[src/rtl/core/igcd_pkg.sv]
// Shared types, constants and helper functions of the image gradient block.
`default_nettype none

package igcd_pkg;

    localparam int MAX_WIDTH       = 1024;
    localparam int MAX_HEIGHT      = 4096;
    localparam int MIN_DIM         = 2;
    localparam int RESET_WIDTH     = 1024;
    localparam int RESET_HEIGHT    = 1024;
    localparam int PIXEL_BITS      = 8;
    localparam int GRAD_BITS       = 10;
    localparam int COL_BITS        = $clog2(MAX_WIDTH);
    localparam int ROW_BITS        = $clog2(MAX_HEIGHT);
    localparam int WIDTH_REG_BITS  = 11;
    localparam int HEIGHT_REG_BITS = 13;
    localparam int CFG_DATA_BITS   = 13;
    localparam int CFG_IDX_BITS    = 1;
    localparam int RES_MAX         = 3;
    localparam int RES_IDX_BITS    = $clog2(RES_MAX);
    localparam int IN_TDATA_BITS   = ((PIXEL_BITS + 7) / 8) * 8;
    localparam int OUT_FIELD_BITS  = 2 * GRAD_BITS + ROW_BITS + COL_BITS;
    localparam int OUT_TDATA_BITS  = ((OUT_FIELD_BITS + 7) / 8) * 8;
    localparam int OUT_PAD_BITS    = OUT_TDATA_BITS - OUT_FIELD_BITS;

    localparam logic [CFG_IDX_BITS-1:0] CFG_IDX_WIDTH  = 1'b0;
    localparam logic [CFG_IDX_BITS-1:0] CFG_IDX_HEIGHT = 1'b1;

    typedef logic [PIXEL_BITS-1:0]   t_pix;
    typedef logic [GRAD_BITS-1:0]    t_grad;
    typedef logic [COL_BITS-1:0]     t_col;
    typedef logic [ROW_BITS-1:0]     t_row;
    typedef logic [RES_IDX_BITS-1:0] t_res_idx;

    // one line store word: pixel of the row above and of the row above that
    typedef struct packed {
        t_pix up;
        t_pix up2;
    } t_entry;

    typedef struct packed {
        t_pix a;   // above
        t_pix an;  // above, next column
        t_pix am;  // above, previous column
        t_pix b;   // two rows above
    } t_window;

    typedef struct packed {
        logic wr;
        logic row_end;
        t_col wr_col;
        t_col rd_col;
    } t_line_ctrl;

    typedef struct packed {
        t_pix    pix;
        t_window win;
        t_pix    d0;
        t_pix    d1;
        t_row    row;
        t_col    col;
        logic    row0;
        logic    row1;
        logic    last_row;
        logic    first_col;
        logic    last_col;
    } t_calc_in;

    typedef struct packed {
        t_grad gx;
        t_grad gy;
        t_row  row;
        t_col  col;
        logic  last;
        logic  eof;
    } t_result;

    typedef struct packed {
        t_result [RES_MAX-1:0] slot;
        t_res_idx              last_idx;
    } t_result_set;

    function automatic t_grad f_diff(input t_pix x, input t_pix y);
        logic [PIXEL_BITS+1:0] d;
        d = {2'b00, x} - {2'b00, y};
        return GRAD_BITS'(d);
    endfunction

    function automatic t_grad f_diff2(input t_pix x, input t_pix y);
        logic [PIXEL_BITS+1:0] d;
        d = {2'b00, x} - {2'b00, y};
        return GRAD_BITS'({d, 1'b0});
    endfunction

endpackage

`default_nettype wire

[src/rtl/core/igcd_obuf.sv]
// Result register: holds the results of one pixel and sends them out one per item.
`default_nettype none

module igcd_obuf (
    input  logic                  i_clk,
    input  logic                  i_rst_n,
    input  logic                  i_load,
    input  igcd_pkg::t_result_set i_set,
    output logic                  o_free,
    output logic                  o_valid,
    input  logic                  i_ready,
    output igcd_pkg::t_result     o_res
);
    import igcd_pkg::*;

    logic        r_vld;
    t_res_idx    r_idx;
    t_result_set r_set;
    logic        at_last;

    assign at_last = (r_idx == r_set.last_idx);
    assign o_free  = !r_vld || (i_ready && at_last);
    assign o_valid = r_vld;

    always_ff @(posedge i_clk) begin
        if (!i_rst_n) begin
            r_vld <= 1'b0;
            r_idx <= '0;
        end else if (i_load) begin
            r_vld <= 1'b1;
            r_idx <= '0;
        end else if (r_vld && i_ready) begin
            if (at_last) begin
                r_vld <= 1'b0;
            end else begin
                r_idx <= r_idx + t_res_idx'(1);
            end
        end
    end

    always_ff @(posedge i_clk) begin
        if (i_load) begin
            r_set <= i_set;
        end
    end

    always_comb begin
        unique case (r_idx)
            t_res_idx'(1): o_res = r_set.slot[1];
            t_res_idx'(2): o_res = r_set.slot[2];
            default:       o_res = r_set.slot[0];
        endcase
    end

endmodule

`default_nettype wire

[config.mk]
export PLATFORM = sky130hd
export DESIGN_NAME = igcd_obuf
export DESIGN_NICKNAME = d
export VERILOG_FILES = /design/src/rtl/core/igcd_pkg.sv /design/src/rtl/core/igcd_obuf.sv
export SDC_FILE = /design/constraint.sdc
export NUM_CORES = 1
export LEC_CHECK = 0
export ABC_CLOCK_PERIOD_IN_PS = 1900
export BUFFER_PORTS_ARGS = -buffer_cell sky130_fd_sc_hd__clkbuf_2
export CAP_MARGIN = 20
export CORE_MARGIN = 2
export CORE_UTILIZATION = 49
export DETAILED_ROUTE_END_ITERATION = 6
export HOLD_SLACK_MARGIN = 0.15
export PLACE_DENSITY = 0.77
export SYNTH_ARGS = -nofsm -noshare
export SYNTH_HDL_FRONTEND = slang
export SYNTH_SLANG_ARGS = --single-unit
[constraint.sdc]
create_clock -name i_clk -period 1.9 [get_ports i_clk]
set_input_delay 0.285 -clock i_clk [delete_from_list [all_inputs] [get_ports i_clk]]
set_output_delay 0.285 -clock i_clk [all_outputs]
set_load 0.1 [all_outputs]
==> out/results.tsv, run 1 <==
stage	metric	value	unit
run_status	Stopped at	clock tree synthesis	
yosys	synthesis-stage register bit count	137	
yosys	Primary FF master, synth	edfxtp_1	
yosys	Synth Net Count	449	
place	Placer Congestion	0.770	
yosys	Mapped Area	0.00504	mm^2
clocking	CTS Buffer Depth	2	
yosys	area share of the leading cell type in the synthesized netlist	79.8	%
run_status	Err	[ERROR RSZ-0060] Max buffer count reached.	
yosys	sequential share of the synthesized area	81.0	%
yosys	Syn Inst Count	309	
floorplanning	Die W	105	um
floorplanning	Initial Utilization	49.7	%
clocking	Setup Fix Bufs, Post-CTS	13	
yosys	Synth async-reset ratio	0	%
yosys	number of synthesized flops with an enable pin	134	
clocking	hold buffers post-CTS	136	
yosys	Synth Warn #	0	
clocking	deepest level of the CTS H-tree	4	
yosys	Synth top cells by count	edfxtp_1, nand2_1, o21ai_0	
floorplanning	row count	37	
yosys	Area contributors post-synth	edfxtp_1, a22oi_1, o21ai_0	
place	area of placed instances	0.00733	mm^2
place	Detail Placement HPWL	8.42	mm
yosys	Synth area leader	edfxtp_1	
floorplanning	height of the die	105	um
place	IO Port Bufs	183	
clocking	Root Buffer Master	clkbuf_8	
place	Cell Count Post-Placement	625	
floorplanning	Top Ports	184	
yosys	most instantiated library cell after synthesis	edfxtp_1	
yosys	syn avg cell area	16.3	um^2
place	Setup WS pre-CTS	-55.6	ps
yosys	count of cell types in the netlist	17	
clocking	clock sink count	137	
clocking	CTS Buf Count	17	
clocking	post-CTS sizing	93	
run_status	run status	did not finish	
logic make-up after synthesis:
kind of cell | Yosys count | share of synthesized area, %
compound gates | 91 | 11.4
buf+inv | 23 | 2.38
flops | 137 | 81.0
mux | 2 | 0.397
fa+ha+maj | 2 | 0.496
simple gates | 52 | 4.00
xor+xnor | 2 | 0.348
through the flow:
step           setup TNS [ps]  hold slack (ps)  util [%]
2_1_floorplan           -4050              384         -
3_3_place_gp                0              462      72.3
3_5_place_dp             -610              464      72.3
==> inputs of run 2 (changes only) <==
--- a/config.mk
+++ b/config.mk
@@ -9,10 +9,9 @@
 export BUFFER_PORTS_ARGS = -buffer_cell sky130_fd_sc_hd__clkbuf_2
 export CAP_MARGIN = 20
 export CORE_MARGIN = 2
-export CORE_UTILIZATION = 49
+export CORE_UTILIZATION = 40
 export DETAILED_ROUTE_END_ITERATION = 6
-export HOLD_SLACK_MARGIN = 0.15
-export PLACE_DENSITY = 0.77
+export PLACE_DENSITY_LB_ADDON = 0.15
 export SYNTH_ARGS = -nofsm -noshare
 export SYNTH_HDL_FRONTEND = slang
 export SYNTH_SLANG_ARGS = --single-unit
==> out/results.tsv, run 2 <==
stage	metric	value	unit	change
worst_hold_path	Hold Crit Class	input port to register		
sta	Final Max Tran Viols	0		
layout	Final #Nets	664		
setup_path	Worst Path Max Fanout	6		
sta	final setup fails	44		
setup_path	Worst Setup End Kind	primary output		
yosys	Synth Net Count	449		unchanged
setup_path	CP Data Arrival Time	1820	ps	
setup_path	Critical Path Source	r_idx[0]		
yosys	syn avg cell area	16.3	um^2	unchanged
worst_hold_path	min-delay src	i_set[129]		
clocking	CTS Buf Count	17		unchanged
yosys	Primary FF master, synth	edfxtp_1		unchanged
clocking	Clock Pin Slew Worst Setup and Hold Paths	60	ps	
global_route	number of global-route vias before repair	3554		
sta	final worst slack	-208	ps	
drt	Via density	4.82		
clocking	clk_lat worst skew	410	ps	
yosys	Synth Area in XOR/XNOR	0.347	%	unchanged
setup_path	critical path required time	1620	ps	
yosys	most instantiated library cell after synthesis	edfxtp_1		unchanged
clocking	CTS Buffer Depth	2		unchanged
layout	most common cell after layout, fill and taps aside	clkbuf_2		
yosys	Synth area leader	edfxtp_1		unchanged
power	IR Drop Worst-Case VDD	0.711	mV	
clocking	Root Buffer Master	clkbuf_16		was clkbuf_8
layout	Reg with most FFs	r_set		
yosys	Synth async-reset ratio	0	%	unchanged
setup_path	Startpoint Class	register		
global_route	largest net degree at the start of global routing	68		
place	Setup WS pre-CTS	49.6	ps	was -55.6 ps
floorplanning	Initial Utilization	40.4	%	was 49.7%
sta	fin crit share	111	%	
layout	fin cells	709		
clocking	CTS tree	done		
floorplanning	height of the die	116	um	was 105 um
sta	Slew @ Worst Pin	539	ps	
drt	Initial DRC Count	137		
yosys	area share of the leading cell type in the synthesized netlist	79.8	%	unchanged
setup_path	CP max stage delay	350	ps	
setup_path	R2R setup slack	740	ps	
drt	final wirelength	12.6	mm	
yosys	sequential share of the synthesized area	81.0	%	unchanged
global_route	first-pass GRT wire length	18.5	mm	
run	maxcap violations	0		
power	leak pwr	3.37	nW	
sta	endpoints failing hold	0		
yosys	post-synthesis compound-gate area fraction	11.4	%	unchanged
sta	crit path time final	2110	ps	
place	Placer Congestion	0.733		was 0.770
yosys	Synth Area in Adders	0.496	%	unchanged
yosys	count of cell types in the netlist	17		unchanged
floorplanning	Core Box Area	0.0125	mm^2	
power	overall power	8.99	mW	
drt	routed wire length per instance	17.7	um	
clocking	hold buffers post-CTS	0		was 136
clocking	clock sink count	137		unchanged
floorplanning	Top Ports	184		unchanged
floorplanning	row count	41		was 37
global_route	global route overflow	0		
layout	antenna cells	0		
yosys	synthesis-stage register bit count	137		unchanged
yosys	Syn Inst Count	309		unchanged
floorplanning	die area	0.0135	mm^2	
setup_path	kind of critical path	register to primary output		
setup_path	RR Startpoint	r_idx[0]		
drt	vias	3416		
yosys	Synth top cells by count	edfxtp_1, nand2_1, o21ai_0		unchanged
global_route	initial antenna violation count	0		
power	P per Cell Area	1010	mW/mm^2	
place	Cell Count Post-Placement	660		was 625
sta	unrepaired setup endpoints after global routing	true		
yosys	largest family of logic cells by synthesized area	compound AO/OA/AOI/OAI gates		unchanged
layout	layout cells sized above 1	67.6	%	
setup_path	worst-path cell chain	inv_2 -> ha_4 -> buf_6 -> buf_8 -> buf_16 -> o21ai_4 -> buf_12		
yosys	Area contributors post-synth	edfxtp_1, a22oi_1, o21ai_0		unchanged
sta	Max Freq	474	MHz	
layout	Layout area overhead	75.7	%	
yosys	Post-Synth Simple-Gate Area	4.00	%	unchanged
layout	most frequent cells in the layout	clkbuf_2, edfxtp_1, buf_12		
yosys	mux cell area share after synthesis	0.397	%	unchanged
setup_path	R2R depth	5		
floorplanning	Die W	116	um	was 105 um
sta	slew margin rel.	64.2	%	
run_status	run status	finished with violations		was did not finish
sta	total negative slack	-6890	ps	
layout	fillcell total	803		
yosys	Mapped Area	0.00504	mm^2	unchanged
yosys	Synth Warn #	0		unchanged
drt	number of routed nets with antenna violations	0		
layout	max reg flops	134		
setup_path	slowest stage cell, crit path	dfxtp_2		
run_status	failing checks	setup timing		
global_route	GRT Total Usage	18.9	%	
setup_path	reg2reg end	r_idx[1]		
place	IO Port Bufs	183		unchanged
place	Detail Placement HPWL	7.71	mm	was 8.42 mm
setup_path	Worst Setup EP	o_res[32]		
layout	Final Util	71.1	%	
yosys	number of synthesized flops with an enable pin	134		unchanged
sta	Worst Skew	4.39	ps	
clocking	deepest level of the CTS H-tree	4		unchanged
drt	DRC viols	0		
drt	First-pass DRT Iterations	4		
[run 2: cell families (layout without fill, tap and decap cells)]
logic type | Yosys count | count (layout)
XOR/XNOR | 2 | 2
adder cells (fa/ha/maj) | 2 | 2
AND/OR/NAND/NOR | 52 | 52
flip-flops | 137 | 137
buffers and inverters | 23 | 251
multiplexers | 2 | 2
AO/OA/AOI/OAI | 91 | 91
[run 2: what timing repair did]
item / 4_1_cts / 5_1_grt
pin swaps: 15 / 4
gates cloned: 6 / 3
setup buffers: 7 / 1
setup endpoints to repair: 45 / 44
gates resized for setup: 77 / 39
[run 2: per-layer routing]
metal	global-route usage [%]	wire length, um
met1	22.7	5060
met2	30.4	6260
met3	7.58	1080
met4	7.62	169
met5	0	0
[run 2: worst min-delay path by stage]
stage | end | slack, ps | cells past startpoint
2_1_floorplan | r_set[0] | 380 | 0
3_3_place_gp | r_set[41] | 460 | 1
3_5_place_dp | r_set[13] | 460 | 1
4_1_cts | r_set[129] | 20 | 1
5_1_grt | r_set[120] | 30 | 1
6_report | r_set[129] | 40 | 1
[run 2: per-stage QoR]
stage          area, um^2  hold slack, ps
6_report             8860            38.5
5_1_grt              8860            26.3
4_1_cts              8630            24.9
3_5_place_dp         7440             464
3_3_place_gp         7440             462
2_1_floorplan        5490             384
[run 2: worst max-delay path: cells and delay by family, from the launching register on]
family / cells / cell delay, ps
compound gates: 1 / 150
fa+ha+maj: 1 / 240
buf+inv: 5 / 670
flops: 1 / 350
[run 2: final cells by class]
class,instances,area [um^2],area share (%)
sequential,137,4090,46.2
timing repair buffer,216,2210,24.9
multi-input combinational,149,1680,18.9
clock buffer,18,429,4.84
clock inverter,14,228,2.57
tap,172,215,2.43
inverter,3,11.3,0.127
[run 2: report_power, final]
part	internal, mW	switching [mW]	leakage, nW
combinational	0.641	1.02	1.71
sequential	3.59	0.0996	1.34
clock	2.45	1.20	0.319
total	6.67	2.32	3.37
Note: power is estimated with default switching activity, not from simulation.
==> inputs of run 3 (changes only) <==
--- a/config.mk
+++ b/config.mk
@@ -11,7 +11,9 @@
 export CORE_MARGIN = 2
 export CORE_UTILIZATION = 40
 export DETAILED_ROUTE_END_ITERATION = 6
+export MAX_ROUTING_LAYER = met4
 export PLACE_DENSITY_LB_ADDON = 0.15
+export SLEW_MARGIN = 40
 export SYNTH_ARGS = -nofsm -noshare
 export SYNTH_HDL_FRONTEND = slang
 export SYNTH_SLANG_ARGS = --single-unit
==> out/results.tsv, run 3 (synthesized netlist as in run 2, its figures left out) <==
stage	metric	value	unit	change
power	P per Cell Area	1020	mW/mm^2	was 1010 mW/mm^2
floorplanning	Core Box Area	0.0125	mm^2	unchanged
worst_hold_path	Worst Hold Depth	1		unchanged
sta	slew margin rel.	64.1	%	was 64.2%
layout	antenna cells	0		unchanged
run_status	failing checks	setup timing		unchanged
power	leak pwr	3.37	nW	unchanged
drt	Via density	4.81		was 4.82
sta	Final Hold Slack	40.1	ps	was 38.5 ps
clocking	CTS Buf Count	17		unchanged
global_route	initial antenna violation count	0		unchanged
clocking	Clock Pin Slew Worst Setup and Hold Paths	60	ps	about the same
sta	total negative slack	-6890	ps	about the same
layout	fillcell total	803		unchanged
layout	Final #Nets	664		unchanged
place	IO Port Bufs	183		unchanged
layout	footprint of the multi-input gates	0.00168	mm^2	unchanged
setup_path	Crit path max-delay family	buffers and inverters		unchanged
run	maxcap violations	0		unchanged
setup_path	critical path required time	1620	ps	about the same
drt	number of routed nets with antenna violations	0		unchanged
setup_path	worst-path cell chain	inv_2 -> ha_4 -> buf_6 -> buf_8 -> buf_16 -> o21ai_4 -> buf_12		unchanged
sta	final setup fails	44		unchanged
floorplanning	row count	41		unchanged
sta	Final Max Tran Viols	0		unchanged
worst_hold_path	Hold Crit Class	input port to register		unchanged
clocking	clk_lat worst skew	410	ps	about the same
clocking	deepest level of the CTS H-tree	4		unchanged
sta	Worst Skew	1.71	ps	was 4.39 ps
drt	First-pass DRT Iterations	4		unchanged
setup_path	crit path buf inv count	5		unchanged
layout	most frequent cells in the layout	clkbuf_2, edfxtp_1, buf_12		unchanged
drt	Initial DRC Count	140		was 137
drt	routed wire length per instance	17.7	um	about the same
layout	Layout area overhead	75.7	%	unchanged
clocking	CTS tree	done		unchanged
setup_path	R2R depth	5		unchanged
layout	max reg flops	134		unchanged
drt	final wirelength	12.5	mm	was 12.6 mm
sta	final worst slack	-206	ps	was -208 ps
clocking	Root Buffer Master	clkbuf_16		unchanged
run_status	run status	finished with violations		unchanged
floorplanning	Die W	116	um	unchanged
clocking	CTS Buffer Depth	2		unchanged
global_route	first-pass GRT wire length	18.5	mm	about the same
global_route	largest net degree at the start of global routing	68		unchanged
setup_path	CP Data Arrival Time	1820	ps	about the same
power	IR Drop Worst-Case VDD	0.715	mV	was 0.711 mV
floorplanning	die area	0.0135	mm^2	unchanged
layout	layout cells sized above 1	67.6	%	unchanged
global_route	number of global-route vias before repair	3545		was 3554
sta	fin crit share	111	%	about the same
layout	most common cell after layout, fill and taps aside	clkbuf_2		unchanged
place	Detail Placement HPWL	7.71	mm	unchanged
floorplanning	Top Ports	184		unchanged
setup_path	slowest stage cell, crit path	dfxtp_2		unchanged
global_route	GRT Total Usage	19.5	%	was 18.9%
layout	Reg area	0.00409	mm^2	unchanged
floorplanning	Initial Utilization	40.4	%	unchanged
setup_path	kind of critical path	register to primary output		unchanged
sta	unrepaired setup endpoints after global routing	true		unchanged
sta	Max Freq	475	MHz	was 474 MHz
setup_path	Startpoint Class	register		unchanged
setup_path	Worst Path Max Fanout	6		unchanged
place	Setup WS pre-CTS	49.6	ps	unchanged
drt	DRC viols	0		unchanged
layout	fin cells	709		unchanged
floorplanning	height of the die	116	um	unchanged
setup_path	R2R setup slack	740	ps	about the same
global_route	global route overflow	0		unchanged
sta	Slew @ Worst Pin	540	ps	was 539 ps
clocking	clock sink count	137		unchanged
place	Cell Count Post-Placement	660		unchanged
place	Placer Congestion	0.742		was 0.733
power	overall power	8.99	mW	about the same
setup_path	CP max stage delay	350	ps	about the same
sta	endpoints failing hold	0		unchanged
setup_path	Critical Path Stages	7		unchanged
drt	vias	3411		was 3416
sta	crit path time final	2110	ps	about the same
setup_path	Worst Setup End Kind	primary output		unchanged
layout	Reg with most FFs	r_set		unchanged
## run 3: cell counts in the layout (fill, tap and decap cells not counted)
No cell type changed its count.
## run 3: stage by stage
step | utilization [%] | instance area (um^2)
4_1_cts | 69.3 | 8630
2_1_floorplan | - | 5490
3_3_place_gp | 59.7 | 7440
6_report | 71.1 | 8860
3_5_place_dp | 59.7 | 7440
5_1_grt | 71.1 | 8860
## run 3: final cells by class
type	count	share of cell area, %
flip-flops and latches	137	46.2
repair buffers	216	24.9
multi-input cells	149	18.9
clock buffers	18	4.84
clock inverters	14	2.57
well taps	172	2.43
inverters	3	0.127
## run 3: path summary, 6_finish.rpt
path / from / to
worst min-delay path: i_set[89] / r_set[89]
worst min register to register: r_idx[1] / r_idx[1]
worst max-delay path: r_idx[0] / o_res[32]
worst max register to register: r_idx[0] / r_idx[1]
## run 3: worst reg2reg max path, delay by kind of cell (launching register included)
| family | cells | cell delay [ps] |
|---|---|---|
| adder cells (fa/ha/maj) | 1 | 300 |
| buffers and inverters | 2 | 220 |
| flip-flops | 1 | 350 |
| multiplexers | 1 | 60 |
| AND/OR/NAND/NOR | 1 | 120 |
## run 3: repair_timing
action,CTS,global route
pin swaps,15,4
endpoints found under the setup margin,45,44
buffers inserted,7,1
hold buffers,0,0
gates cloned,6,3
resized for setup,77,39
## run 3: per-layer routing
metal / track usage (%) / routed length, um / up-vias
li1: - / - / 1635
met1: 23.3 / 5190 / 1631
met2: 30.4 / 6230 / 132
met3: 7.01 / 940 / 13
met4: 7.62 / 184 / 0
met5: - / 0 / -
## run 3: power breakdown
part	switching, mW	internal [mW]	total (mW)
clock network	1.20	2.45	3.65
logic	1.02	0.641	1.66
registers	0.0998	3.59	3.69
