[src/rtl/core/igcd_pkg.sv]
// Shared types, constants and helper functions of the image gradient block.
`default_nettype none

package igcd_pkg;

    localparam int MAX_WIDTH       = 1024;
    localparam int MAX_HEIGHT      = 4096;
    localparam int MIN_DIM         = 2;
    localparam int RESET_WIDTH     = 1024;
    localparam int RESET_HEIGHT    = 1024;
    localparam int PIXEL_BITS      = 8;
    localparam int GRAD_BITS       = 10;
    localparam int COL_BITS        = $clog2(MAX_WIDTH);
    localparam int ROW_BITS        = $clog2(MAX_HEIGHT);
    localparam int WIDTH_REG_BITS  = 11;
    localparam int HEIGHT_REG_BITS = 13;
    localparam int CFG_DATA_BITS   = 13;
    localparam int CFG_IDX_BITS    = 1;
    localparam int RES_MAX         = 3;
    localparam int RES_IDX_BITS    = $clog2(RES_MAX);
    localparam int IN_TDATA_BITS   = ((PIXEL_BITS + 7) / 8) * 8;
    localparam int OUT_FIELD_BITS  = 2 * GRAD_BITS + ROW_BITS + COL_BITS;
    localparam int OUT_TDATA_BITS  = ((OUT_FIELD_BITS + 7) / 8) * 8;
    localparam int OUT_PAD_BITS    = OUT_TDATA_BITS - OUT_FIELD_BITS;

    localparam logic [CFG_IDX_BITS-1:0] CFG_IDX_WIDTH  = 1'b0;
    localparam logic [CFG_IDX_BITS-1:0] CFG_IDX_HEIGHT = 1'b1;

    typedef logic [PIXEL_BITS-1:0]   t_pix;
    typedef logic [GRAD_BITS-1:0]    t_grad;
    typedef logic [COL_BITS-1:0]     t_col;
    typedef logic [ROW_BITS-1:0]     t_row;
    typedef logic [RES_IDX_BITS-1:0] t_res_idx;

    // one line store word: pixel of the row above and of the row above that
    typedef struct packed {
        t_pix up;
        t_pix up2;
    } t_entry;

    typedef struct packed {
        t_pix a;   // above
        t_pix an;  // above, next column
        t_pix am;  // above, previous column
        t_pix b;   // two rows above
    } t_window;

    typedef struct packed {
        logic wr;
        logic row_end;
        t_col wr_col;
        t_col rd_col;
    } t_line_ctrl;

    typedef struct packed {
        t_pix    pix;
        t_window win;
        t_pix    d0;
        t_pix    d1;
        t_row    row;
        t_col    col;
        logic    row0;
        logic    row1;
        logic    last_row;
        logic    first_col;
        logic    last_col;
    } t_calc_in;

    typedef struct packed {
        t_grad gx;
        t_grad gy;
        t_row  row;
        t_col  col;
        logic  last;
        logic  eof;
    } t_result;

    typedef struct packed {
        t_result [RES_MAX-1:0] slot;
        t_res_idx              last_idx;
    } t_result_set;

    function automatic t_grad f_diff(input t_pix x, input t_pix y);
        logic [PIXEL_BITS+1:0] d;
        d = {2'b00, x} - {2'b00, y};
        return GRAD_BITS'(d);
    endfunction

    function automatic t_grad f_diff2(input t_pix x, input t_pix y);
        logic [PIXEL_BITS+1:0] d;
        d = {2'b00, x} - {2'b00, y};
        return GRAD_BITS'({d, 1'b0});
    endfunction

endpackage

`default_nettype wire

[src/rtl/core/igcd_calc.sv]
// Gradient arithmetic: builds the up to three results caused by one pixel.
`default_nettype none

module igcd_calc (
    input  igcd_pkg::t_calc_in    i_cin,
    output igcd_pkg::t_result_set o_set,
    output logic                  o_has
);
    import igcd_pkg::*;

    t_result r0;
    t_result r1;
    t_result r2;
    logic    tail;

    assign tail = i_cin.last_row && !i_cin.first_col;

    always_comb begin
        // pixel above
        if (i_cin.first_col) begin
            r0.gx = f_diff2(i_cin.win.an, i_cin.win.a);
        end else if (i_cin.last_col) begin
            r0.gx = f_diff2(i_cin.win.a, i_cin.win.am);
        end else begin
            r0.gx = f_diff(i_cin.win.an, i_cin.win.am);
        end
        r0.gy   = i_cin.row1 ? f_diff2(i_cin.pix, i_cin.win.a)
                             : f_diff(i_cin.pix, i_cin.win.b);
        r0.row  = i_cin.row - t_row'(1);
        r0.col  = i_cin.col;
        r0.last = !tail;
        r0.eof  = 1'b0;

        // last row: pixel to the left
        r1.gx   = (i_cin.col == t_col'(1)) ? f_diff2(i_cin.pix, i_cin.d0)
                                           : f_diff(i_cin.pix, i_cin.d1);
        r1.gy   = f_diff2(i_cin.d0, i_cin.win.am);
        r1.row  = i_cin.row;
        r1.col  = i_cin.col - t_col'(1);
        r1.last = !i_cin.last_col;
        r1.eof  = 1'b0;

        // frame's last pixel
        r2.gx   = f_diff2(i_cin.pix, i_cin.d0);
        r2.gy   = f_diff2(i_cin.pix, i_cin.win.a);
        r2.row  = i_cin.row;
        r2.col  = i_cin.col;
        r2.last = 1'b1;
        r2.eof  = 1'b1;

        o_set.slot = {r2, r1, r0};
        if (tail) begin
            o_set.last_idx = i_cin.last_col ? t_res_idx'(2) : t_res_idx'(1);
        end else begin
            o_set.last_idx = '0;
        end
    end

    assign o_has = !i_cin.row0;

endmodule

`default_nettype wire

[config.mk]
export PLATFORM = sky130hd
export DESIGN_NAME = igcd_calc
export DESIGN_NICKNAME = d
export VERILOG_FILES = /design/src/rtl/core/igcd_pkg.sv /design/src/rtl/core/igcd_calc.sv
export SDC_FILE = /design/constraint.sdc
export NUM_CORES = 1
export LEC_CHECK = 0
export BUFFER_PORTS_ARGS = -buffer_cell sky130_fd_sc_hd__buf_2
export CAP_MARGIN = 20
export CELL_PAD_IN_SITES_DETAIL_PLACEMENT = 0
export CELL_PAD_IN_SITES_GLOBAL_PLACEMENT = 1
export CORE_AREA = 4 4 111 113
export DETAILED_ROUTE_END_ITERATION = 10
export DIE_AREA = 0 0 115 117
export PLACE_DENSITY = 0.86
export SYNTH_ARGS = -nofsm -noshare
export SYNTH_HDL_FRONTEND = slang
export SYNTH_SLANG_ARGS = --single-unit
[constraint.sdc]
create_clock -name vclk -period 4
set_clock_uncertainty 0.15 [all_clocks]
set_input_delay 0.6 -clock vclk [all_inputs]
set_output_delay 0.6 -clock vclk [all_outputs]
set_load 0.05 [all_outputs]
==> impl_summary.txt, run 1 <==
----------------------------------------------------
[Final layout]
  Non-filler cells in the finished layout ... 821
  Fraction of layout instances using a drive strength above 1 ... 33.8%
  Final sequential cell count ... 0
  Area used by sequential logic in the layout ... 0 um2
  Number of antenna repair diodes ... 0
  Final nets ... 838
  Area added between synthesis and finish ... 22.9%
  Clock Buffer Count ... 0

[Power and ir drop]
  Share of total power in sequential cells ... 0%
  Relative contribution of the clock network to total power ... 0%
  Power share of the combinational group ... 100.0%
  Fraction of power spent switching nets ... 72.1%
  PwrDens ... 268 nW/um2
  Switching power of the nets ... 0.878 mW
  P_int ... 0.340 mW
  Leakage power figure ... 2.55 nW
  Worst VDD drop ... 151 uV

[Synth]
  Yosys top cell by area ... sky130_fd_sc_hd__ha_1
  Biggest area contributors in the synthesized netlist ... sky130_fd_sc_hd__ha_1 23%, sky130_fd_sc_hd__buf_4 10%, sky130_fd_sc_hd__inv_1 7.5%
  Unique masters post-synth ... 60
  Gate count after technology mapping ... 519
  Top cell types by occurrence after synthesis ... 74 x sky130_fd_sc_hd__inv_1, 67 x sky130_fd_sc_hd__ha_1, 51 x sky130_fd_sc_hd__buf_4
  Yosys warning total ... 0
  Most common cell in the netlist ... sky130_fd_sc_hd__inv_1
  Share of synthesized area occupied by flip-flops and latches ... 0%
  Synthesized area per cell ... 7.14 um2
  Area share of the leading cell type in the synthesized netlist ... 22.6%
  Synth Cell Area ... 3700 um2

[Detailed routing]
  Detailed-route DRC error count ... 0
  Length of routed met3 wiring ... 728 um
  Routed WL per cell ... 13.7 um
  Uppermost signal routing layer after detailed routing ... met4
  Number of nets with antenna violations after detailed routing ... 0
  Wl on met1 ... 5.01 mm
  Average via count per standard cell ... 4.73
  Total routed wirelength ... 11.3 mm
  Starting DRT DRC Count ... 86
  Number of iterations in the first detailed-routing pass ... 4
  Via count of the routed design ... 3882
  Routed wl met2 ... 5.51 mm

[Setup path]
  Worst setup path endpoint ... o_set[45]
  Arrival time reported for the critical path endpoint ... 2.82 ns
  Worst path cell trace ... buf_2 > inv_1 > ha_1 > inv_1 > fa_1 > a211oi_2 > o21bai_1 > a21oi_2 > o21bai_1 > a211o_1 > a22oi_2 > buf_2
  Kind of start point of the critical path ... input port
  CP Buf/Inv Count ... 4
  Critical Path RT ... 3.25 ns
  Largest stage delay, worst path ... 0.44 ns
  Max Fanout on Critical Path ... 3
  Critical path class ... input port to output port
  Critical Path Slowest Stage Cell ... sky130_fd_sc_hd__fa_1
  WP depth ... 12
  Top cell family by delay on the critical path ... compound AO/OA/AOI/OAI gates
  Start point of the critical path ... i_cin[67]
  Nature of the critical path endpoint ... output port

[Global routing]
  Global-route total usage across every layer ... 14.9%
  Number of antenna violations at the first check in global routing ... 0
  Total congestion overflow after global routing ... 0
  Largest net degree at the start of global routing ... 19
  Via count of the first global-routing pass ... 3472
  First-pass GRT wire length ... 16.5 mm

[STA]
  Worst-case setup margin in the final layout ... 0.432 ns
  Number of hold violations in the final report ... 0
  Sum Neg Setup Slack ... 0 ns
  Final setup vio count ... 0
  Share of the clock period used by the worst path ... 89.2%
  Maximum operating frequency ... 0.280 GHz
  RSZ-0062 raised after global routing ... false
  Max Transition Viols Final ... 0
  Final Critical Period ... 3.57 ns

[Die]
  DIE AREA ... 13500 um2
  Die Span Y ... 117 um
  Effective utilization at floorplan ... 32.7%
  Site Rows ... 39
  Die Span X ... 115 um
  Total core area ... 11300 um2
  Total I/O pin count ... 218

[Clock tree]
  Number of hold buffers added after CTS ... 0
  Number of setup buffers added after CTS ... 0
  Post-cts repair resize count ... 0

[Placement]
  Number of I/O port buffers ... 211
  RD Place Congestion ... 0.839
  Half-perimeter wire length after detailed placement ... 10.5 mm
  Setup slack after placement ... 0.445 ns
  Total placed cells including tap cells ... 821

[Job]
  Max-cap viol count ... 0

[Worst hold path]
  Tightest Hold Check Type ... input port to output port

[Run status]
  Result of the run ... finished, final reports clean

----------------------------------------------------
[routing by layer]
metal,vias to the layer above,track usage [%]
met5,-,0
met4,0,0.313
met3,2,0.977
met2,135,27.8
met1,1712,20.0
li1,2033,-
[how the worst min path moves through the flow]
stage	depth (start not counted)	from	end	slack [ns]
after floorplan	1	i_cin[13]	o_set[100]	1.22
final	3	i_cin[4]	o_has	1.35
after global routing	3	i_cin[4]	o_has	1.36
after global placement	3	i_cin[4]	o_has	1.35
after CTS	3	i_cin[4]	o_has	1.35
after detailed placement	3	i_cin[4]	o_has	1.35
[power groups by stage]
stage          Clock [mW]  Sequential, mW  Combinational, mW
2_1_floorplan           0               0              0.970
3_3_place_gp            0               0               1.22
3_5_place_dp            0               0               1.22
4_1_cts                 0               0               1.23
5_1_grt                 0               0               1.31
6_report                0               0               1.22
[tightest hold or removal path, stage by stage]
cell and delay [ns]:
sky130_fd_sc_hd__buf_2 0.07, sky130_fd_sc_hd__inv_1 0.03, sky130_fd_sc_hd__buf_2 0.19
[cell families (layout without fill, tap and decap cells)]
kind of cell | count (synthesis) | in the layout | share of synthesized area (%)
and+or+nand+nor | 134 | 134 | 18.7
xor gates and xnor gates | 52 | 52 | 12.3
buffers and inverters | 131 | 285 | 18.5
other | 2 | 7 | 0.203
muxes | 7 | 7 | 2.23
AOI/OAI and AO/OA | 118 | 118 | 21.1
adders and majority gates | 75 | 75 | 27.0
[final cells by class]
type | instances | area, um2
fill | 1235 | 6770
multi-input combinational | 393 | 3040
timing repair buffer | 211 | 1060
inverter | 74 | 278
tap | 143 | 179
[per-stage QoR]
stage | hold WS [ns] | cell area, um2 | util [%] | total power [mW]
after detailed placement | 1.35 | 4550 | 40.2 | 1.22
after global placement | 1.35 | 4550 | 40.2 | 1.22
after global routing | 1.36 | 4550 | 40.2 | 1.31
after floorplan | 1.22 | 3720 | - | 0.970
after CTS | 1.35 | 4550 | 40.2 | 1.23
final | 1.35 | 4550 | 40.2 | 1.22
[placed cells by master, fill, tap and decap left out, types with 3 or more instances in the layout]
| cell type | Yosys | layout |
|---|---|---|
| sky130_fd_sc_hd__inv_1 | 74 | 74 |
| sky130_fd_sc_hd__fa_1 | 8 | 8 |
| sky130_fd_sc_hd__xnor2_1 | 29 | 29 |
| sky130_fd_sc_hd__o21ai_0 | 12 | 12 |
| sky130_fd_sc_hd__o31ai_1 | 4 | 4 |
| sky130_fd_sc_hd__a21oi_1 | 26 | 26 |
| sky130_fd_sc_hd__or3_1 | 3 | 3 |
| sky130_fd_sc_hd__buf_2 | 1 | 211 |
| sky130_fd_sc_hd__ha_1 | 67 | 67 |
| sky130_fd_sc_hd__o21a_1 | 5 | 5 |
| sky130_fd_sc_hd__nor3_1 | 16 | 16 |
| sky130_fd_sc_hd__a31oi_1 | 4 | 4 |
| sky130_fd_sc_hd__nand2b_1 | 11 | 11 |
| sky130_fd_sc_hd__conb_1 | 2 | 7 |
| sky130_fd_sc_hd__a21o_1 | 8 | 8 |
| sky130_fd_sc_hd__nand3b_1 | 3 | 3 |
| sky130_fd_sc_hd__nand2_1 | 23 | 23 |
| sky130_fd_sc_hd__nor2_1 | 46 | 46 |
| sky130_fd_sc_hd__xor2_1 | 23 | 23 |
| sky130_fd_sc_hd__o21ai_1 | 18 | 18 |
| sky130_fd_sc_hd__a21oi_2 | 3 | 3 |
| sky130_fd_sc_hd__and3_1 | 3 | 3 |
| sky130_fd_sc_hd__nor3b_1 | 3 | 3 |
| sky130_fd_sc_hd__nor2b_1 | 11 | 11 |
| sky130_fd_sc_hd__o21bai_1 | 5 | 5 |
| sky130_fd_sc_hd__mux2i_1 | 3 | 3 |
| sky130_fd_sc_hd__a211oi_1 | 9 | 9 |
Note: power is estimated with default switching activity, not from simulation.
==> inputs of run 2 (changes only) <==
Settings changed: BUFFER_PORTS_ARGS -buffer_cell sky130_fd_sc_hd__buf_2 to -buffer_cell sky130_fd_sc_hd__buf_4.
==> run 2 against run 1 <==
Combinational power rose by 9.8%; die area did not move; non-clock buffer count did not move; sequential share of layout area did not move; worst hold slack got worse by 0.018 ns; first-iteration DRC count rose by 66%; maximum frequency rose by 1.9%; wire length rose by 3.2%; critical endpoint unchanged; largest cell class unchanged; largest power group unchanged; highest routed layer unchanged.
==> impl_summary.txt, run 2 (synthesis results as in run 1) <==
----------------------------------------------------
[Global routing]
  First-pass GRT wire length ... 17.4 mm
  Global-route total usage across every layer ... 15.5%
  Largest net degree at the start of global routing ... 19
  Number of antenna violations at the first check in global routing ... 0
  Via count of the first global-routing pass ... 3640
  Total congestion overflow after global routing ... 0

[STA]
  Share of the clock period used by the worst path ... 87.5%
  Final setup vio count ... 0
  Maximum operating frequency ... 0.286 GHz
  Number of hold violations in the final report ... 0
  Actual transition at the worst max-transition pin ... 0.560 ns
  Headroom to the max-slew limit ... 62.1%
  RSZ-0062 raised after global routing ... false
  Final hold slack ... 1.33 ns
  Final Critical Period ... 3.50 ns
  Sum Neg Setup Slack ... 0 ns
  Max Transition Viols Final ... 0

[Setup path]
  Kind of start point of the critical path ... input port
  CP Buf/Inv Count ... 4
  Max Fanout on Critical Path ... 3
  Critical Path Slowest Stage Cell ... sky130_fd_sc_hd__fa_1
  Arrival time reported for the critical path endpoint ... 2.75 ns
  Largest stage delay, worst path ... 0.43 ns
  Worst path cell trace ... buf_4 > inv_1 > ha_1 > inv_1 > fa_1 > a211oi_2 > o21bai_1 > a21oi_2 > o21bai_1 > a211o_1 > a22oi_2 > buf_4
  Critical path class ... input port to output port
  Nature of the critical path endpoint ... output port
  Critical Path RT ... 3.25 ns
  Top cell family by delay on the critical path ... compound AO/OA/AOI/OAI gates

[Die]
  Die Span X ... 115 um
  DIE AREA ... 13500 um2
  Site Rows ... 39
  Total core area ... 11300 um2
  Die Span Y ... 117 um
  Total I/O pin count ... 218
  Effective utilization at floorplan ... 32.7%

[Power and ir drop]
  PwrDens ... 263 nW/um2
  Leakage power figure ... 2.73 nW
  Worst VDD drop ... 172 uV

[Detailed routing]
  Routed WL per cell ... 14.2 um
  Detailed-route DRC error count ... 0
  Number of nets with antenna violations after detailed routing ... 0
  Number of iterations in the first detailed-routing pass ... 5
  Average via count per standard cell ... 4.79
  Via count of the routed design ... 3935
  Starting DRT DRC Count ... 143
  Total routed wirelength ... 11.6 mm

[Final layout]
  Area used by sequential logic in the layout ... 0 um2
  Area added between synthesis and finish ... 37.1%
  Final nets ... 838
  Commonest non-fill, non-tap cell in the layout ... sky130_fd_sc_hd__buf_4
  Final sequential cell count ... 0
  Number of antenna repair diodes ... 0
  Count of filler cells inserted in the layout ... 1165
  Clock Buffer Count ... 0
  Fraction of layout instances using a drive strength above 1 ... 33.8%
  Most frequent cells in the layout ... 211 x sky130_fd_sc_hd__buf_4, 74 x sky130_fd_sc_hd__inv_1, 67 x sky130_fd_sc_hd__ha_1
  Multi-input gate area in the final layout ... 3040 um2

[Job]
  Max-cap viol count ... 0

[Placement]
  RD Place Congestion ... 0.825
  Number of I/O port buffers ... 211
  Half-perimeter wire length after detailed placement ... 10.7 mm

[Clock tree]
  Number of hold buffers added after CTS ... 0
  Post-cts repair resize count ... 0
  Number of setup buffers added after CTS ... 0

[Run status]
  Result of the run ... finished, final reports clean

[Worst hold path]
  Tightest Hold Check Type ... input port to output port

----------------------------------------------------
-- run 2: cell counts in the layout (fill, tap and decap cells not counted) --
No cell type changed its count.
-- run 2: final timing paths --
kind                   from        end  slack [ns]  cells past startpoint
setup / recovery  i_cin[67]  o_set[45]        0.50                     12
hold / removal     i_cin[4]      o_has        1.33                      3
-- run 2: tightest hold or removal path, delay by kind of cell --
kind                   cells  cell delay [ns]
buffers and inverters      3             0.28
-- run 2: cell type report --
type               instances  area share, %
inverters                 74           5.47
multi-input cells        393           59.8
well taps                143           3.52
repair buffers           211           31.2
-- run 2: routing by layer --
metal / vias to the layer above / GRT usage (%) / part of all wire, %
li1: 2036 / - / -
met1: 1741 / 20.1 / 42
met2: 148 / 29.0 / 49
met3: 10 / 1.65 / 7.7
met4: 0 / 1.10 / 0.83
met5: - / 0 / 0
-- run 2: power breakdown --
part,switching (mW),internal [mW]
Clock,0,0
Sequential,0,0
Combinational,0.888,0.448
-- run 2: through the flow --
| stage | setup slack (ns) | util [%] | area (um2) | power, mW | std cells |
|---|---|---|---|---|---|
| 2_1_floorplan | 0.0416 | - | 3720 | 0.970 | 524 |
| 3_3_place_gp | 0.545 | 44.9 | 5080 | 1.33 | 821 |
| 3_5_place_dp | 0.519 | 44.9 | 5080 | 1.34 | 821 |
| 4_1_cts | 0.504 | 44.9 | 5080 | 1.35 | 821 |
| 5_1_grt | 0.403 | 44.9 | 5080 | 1.43 | 821 |
| 6_report | 0.500 | 44.9 | 5080 | 1.34 | 821 |
==> inputs of run 3 (changes only) <==
Settings changed: ABC_AREA from default to 1, CORE_AREA 4 4 111 113 to 4 4 116 118, DIE_AREA 0 0 115 117 to 0 0 120 122, PLACE_DENSITY 0.86 to 0.87.
==> run 3 against run 2 <==
Sequential share of layout area unchanged; non-clock buffer count unchanged; die area up 8.8%; critical path depth up 1; maximum frequency up 14%; global-route usage up 2.4 points; cell count up 24%; combinational power about the same; total power up 0.71%; critical endpoint is now o_set[87].
==> impl_summary.txt, run 3 <==
----------------------------------------------------
[Global routing]
  First-pass GRT wire length ... 21.4 mm
  Global-route total usage across every layer ... 17.9%
  Total congestion overflow after global routing ... 0
  Largest net degree at the start of global routing ... 12
  Number of antenna violations at the first check in global routing ... 0
  Via count of the first global-routing pass ... 4251

[Setup path]
  Arrival time reported for the critical path endpoint ... 2.31 ns
  Top cell family by delay on the critical path ... simple AND/OR/NAND/NOR gates
  Critical Path RT ... 3.25 ns
  Critical Path Slowest Stage Cell ... sky130_fd_sc_hd__fa_1
  Start point of the critical path ... i_cin[75]
  Largest stage delay, worst path ... 0.40 ns
  Max Fanout on Critical Path ... 4
  Most numerous cell on the critical path ... sky130_fd_sc_hd__nand2_1
  CP Buf/Inv Count ... 3
  Critical path class ... input port to output port
  Kind of start point of the critical path ... input port
  Nature of the critical path endpoint ... output port
  Worst path cell trace ... buf_4 > inv_1 > ha_1 > fa_1 > nand3b_1 > nand2_1 > nand3_1 > nand2_1 > nand2_1 > nand2_1 > nor2_1 > nor2_1 > buf_4

[Final layout]
  Most frequent cells in the layout ... 211 x sky130_fd_sc_hd__buf_4, 183 x sky130_fd_sc_hd__nand2_1, 131 x sky130_fd_sc_hd__inv_1
  Fraction of layout instances using a drive strength above 1 ... 27.4%
  Final nets ... 1002
  Number of antenna repair diodes ... 0
  Clock Buffer Count ... 0
  Final sequential cell count ... 0
  Commonest non-fill, non-tap cell in the layout ... sky130_fd_sc_hd__buf_4
  Area added between synthesis and finish ... 34.6%
  Area used by sequential logic in the layout ... 0 um2
  Count of filler cells inserted in the layout ... 1404

[Job]
  Max-cap viol count ... 0

[Worst hold path]
  Tightest Hold Check Type ... input port to output port
  Start point of the worst min-delay path ... i_cin[4]

[STA]
  Final Critical Period ... 3.06 ns
  Maximum operating frequency ... 0.327 GHz
  RSZ-0062 raised after global routing ... false
  Max Transition Viols Final ... 0
  Sum Neg Setup Slack ... 0 ns
  Share of the clock period used by the worst path ... 76.4%
  Final setup vio count ... 0
  Number of hold violations in the final report ... 0

[Synth]
  Area share of the leading cell type in the synthesized netlist ... 20.8%
  Synthesized area per cell ... 5.89 um2
  Most common cell in the netlist ... sky130_fd_sc_hd__nand2_1
  Biggest area contributors in the synthesized netlist ... sky130_fd_sc_hd__ha_1 21%, sky130_fd_sc_hd__nand2_1 17%, sky130_fd_sc_hd__inv_1 12%
  Yosys warning total ... 0
  Gate count after technology mapping ... 683
  Synth Cell Area ... 4020 um2
  Yosys top cell by area ... sky130_fd_sc_hd__ha_1
  Top cell types by occurrence after synthesis ... 183 x sky130_fd_sc_hd__nand2_1, 131 x sky130_fd_sc_hd__inv_1, 67 x sky130_fd_sc_hd__ha_1
  Share of synthesized area occupied by flip-flops and latches ... 0%
  Unique masters post-synth ... 39

[Clock tree]
  Number of hold buffers added after CTS ... 0
  Post-cts repair resize count ... 0
  Number of setup buffers added after CTS ... 0

[Die]
  DIE AREA ... 14600 um2
  Die Span Y ... 122 um
  Site Rows ... 41
  Die Span X ... 120 um
  Total core area ... 12500 um2
  Total I/O pin count ... 218
  Effective utilization at floorplan ... 32.3%

[Power and ir drop]
  Worst VDD drop ... 163 uV
  Leakage power figure ... 3.30 nW
  PwrDens ... 248 nW/um2
  Total power after layout ... 1.35 mW

[Detailed routing]
  Starting DRT DRC Count ... 103
  Number of iterations in the first detailed-routing pass ... 4
  Average via count per standard cell ... 4.44
  Detailed-route DRC error count ... 0
  Total routed wirelength ... 14.0 mm
  Via count of the routed design ... 4502
  Number of nets with antenna violations after detailed routing ... 0
  Routed WL per cell ... 13.8 um

[Placement]
  RD Place Congestion ... 0.883
  Number of I/O port buffers ... 211
  Half-perimeter wire length after detailed placement ... 12.5 mm

[Run status]
  Result of the run ... finished, final reports clean

----------------------------------------------------
run 3: cell count changes in the layout (fill, tap and decap cells not counted), sizes merged, moves of 10 or more:
cell | previous run | this run
nand2 | 24 | 184
inv | 74 | 133
nand3 | 2 | 52
xnor2 | 29 | 11
o21ai | 32 | 16
nor3 | 17 | 3
nor2b | 13 | 0
or2 | 1 | 14
nand2b | 11 | 0
nand4 | 0 | 10
run 3: area by class of cell:
type	count	area [um2]	area share [%]
repair buffers	211	1580	29.3
multi-input cells	498	3120	57.6
inverters	133	499	9.22
well taps	172	215	3.97
run 3: per-layer routing:
metal / wire length [um] / vias to the layer above / track usage (%)
met4: 212 / 0 / 2.36
li1: - / 2399 / -
met2: 6860 / 156 / 34.8
met5: 0 / - / 0
met3: 969 / 16 / 2.37
met1: 5930 / 1931 / 21.3
run 3: cells by family (layout without fill, tap and decap cells):
kind of cell | count (synthesis) | in the layout | synth area share (%)
AOI/OAI and AO/OA | 63 | 63 | 8.43
buffers and inverters | 190 | 344 | 23.0
and+or+nand+nor | 312 | 312 | 34.7
other | 2 | 7 | 0.187
adders and majority gates | 75 | 75 | 24.8
xor gates and xnor gates | 41 | 41 | 8.93
run 3: stage by stage:
step	area [um2]	hold WS [ns]	instances	utilization (%)	setup WS [ns]
floorplan	4040	1.22	688	-	0.374
global placement	5420	1.32	1014	43.4	0.945
detailed placement	5420	1.33	1014	43.4	0.912
CTS	5420	1.33	1014	43.4	0.900
global route	5420	1.35	1014	43.4	0.749
finish	5420	1.33	1014	43.4	0.942
run 3: worst min-delay path: stages:
cell and delay, ns:
sky130_fd_sc_hd__buf_4 0.08, sky130_fd_sc_hd__inv_1 0.03, sky130_fd_sc_hd__buf_4 0.17
run 3: worst paths after layout:
kind / to / cells past startpoint
worst max-delay path: o_set[87] / 13
worst min-delay path: o_has / 3
run 3: power by group:
group	switching (mW)	internal [mW]
clock	0	0
combinational	0.924	0.421
sequential	0	0
total	0.924	0.421
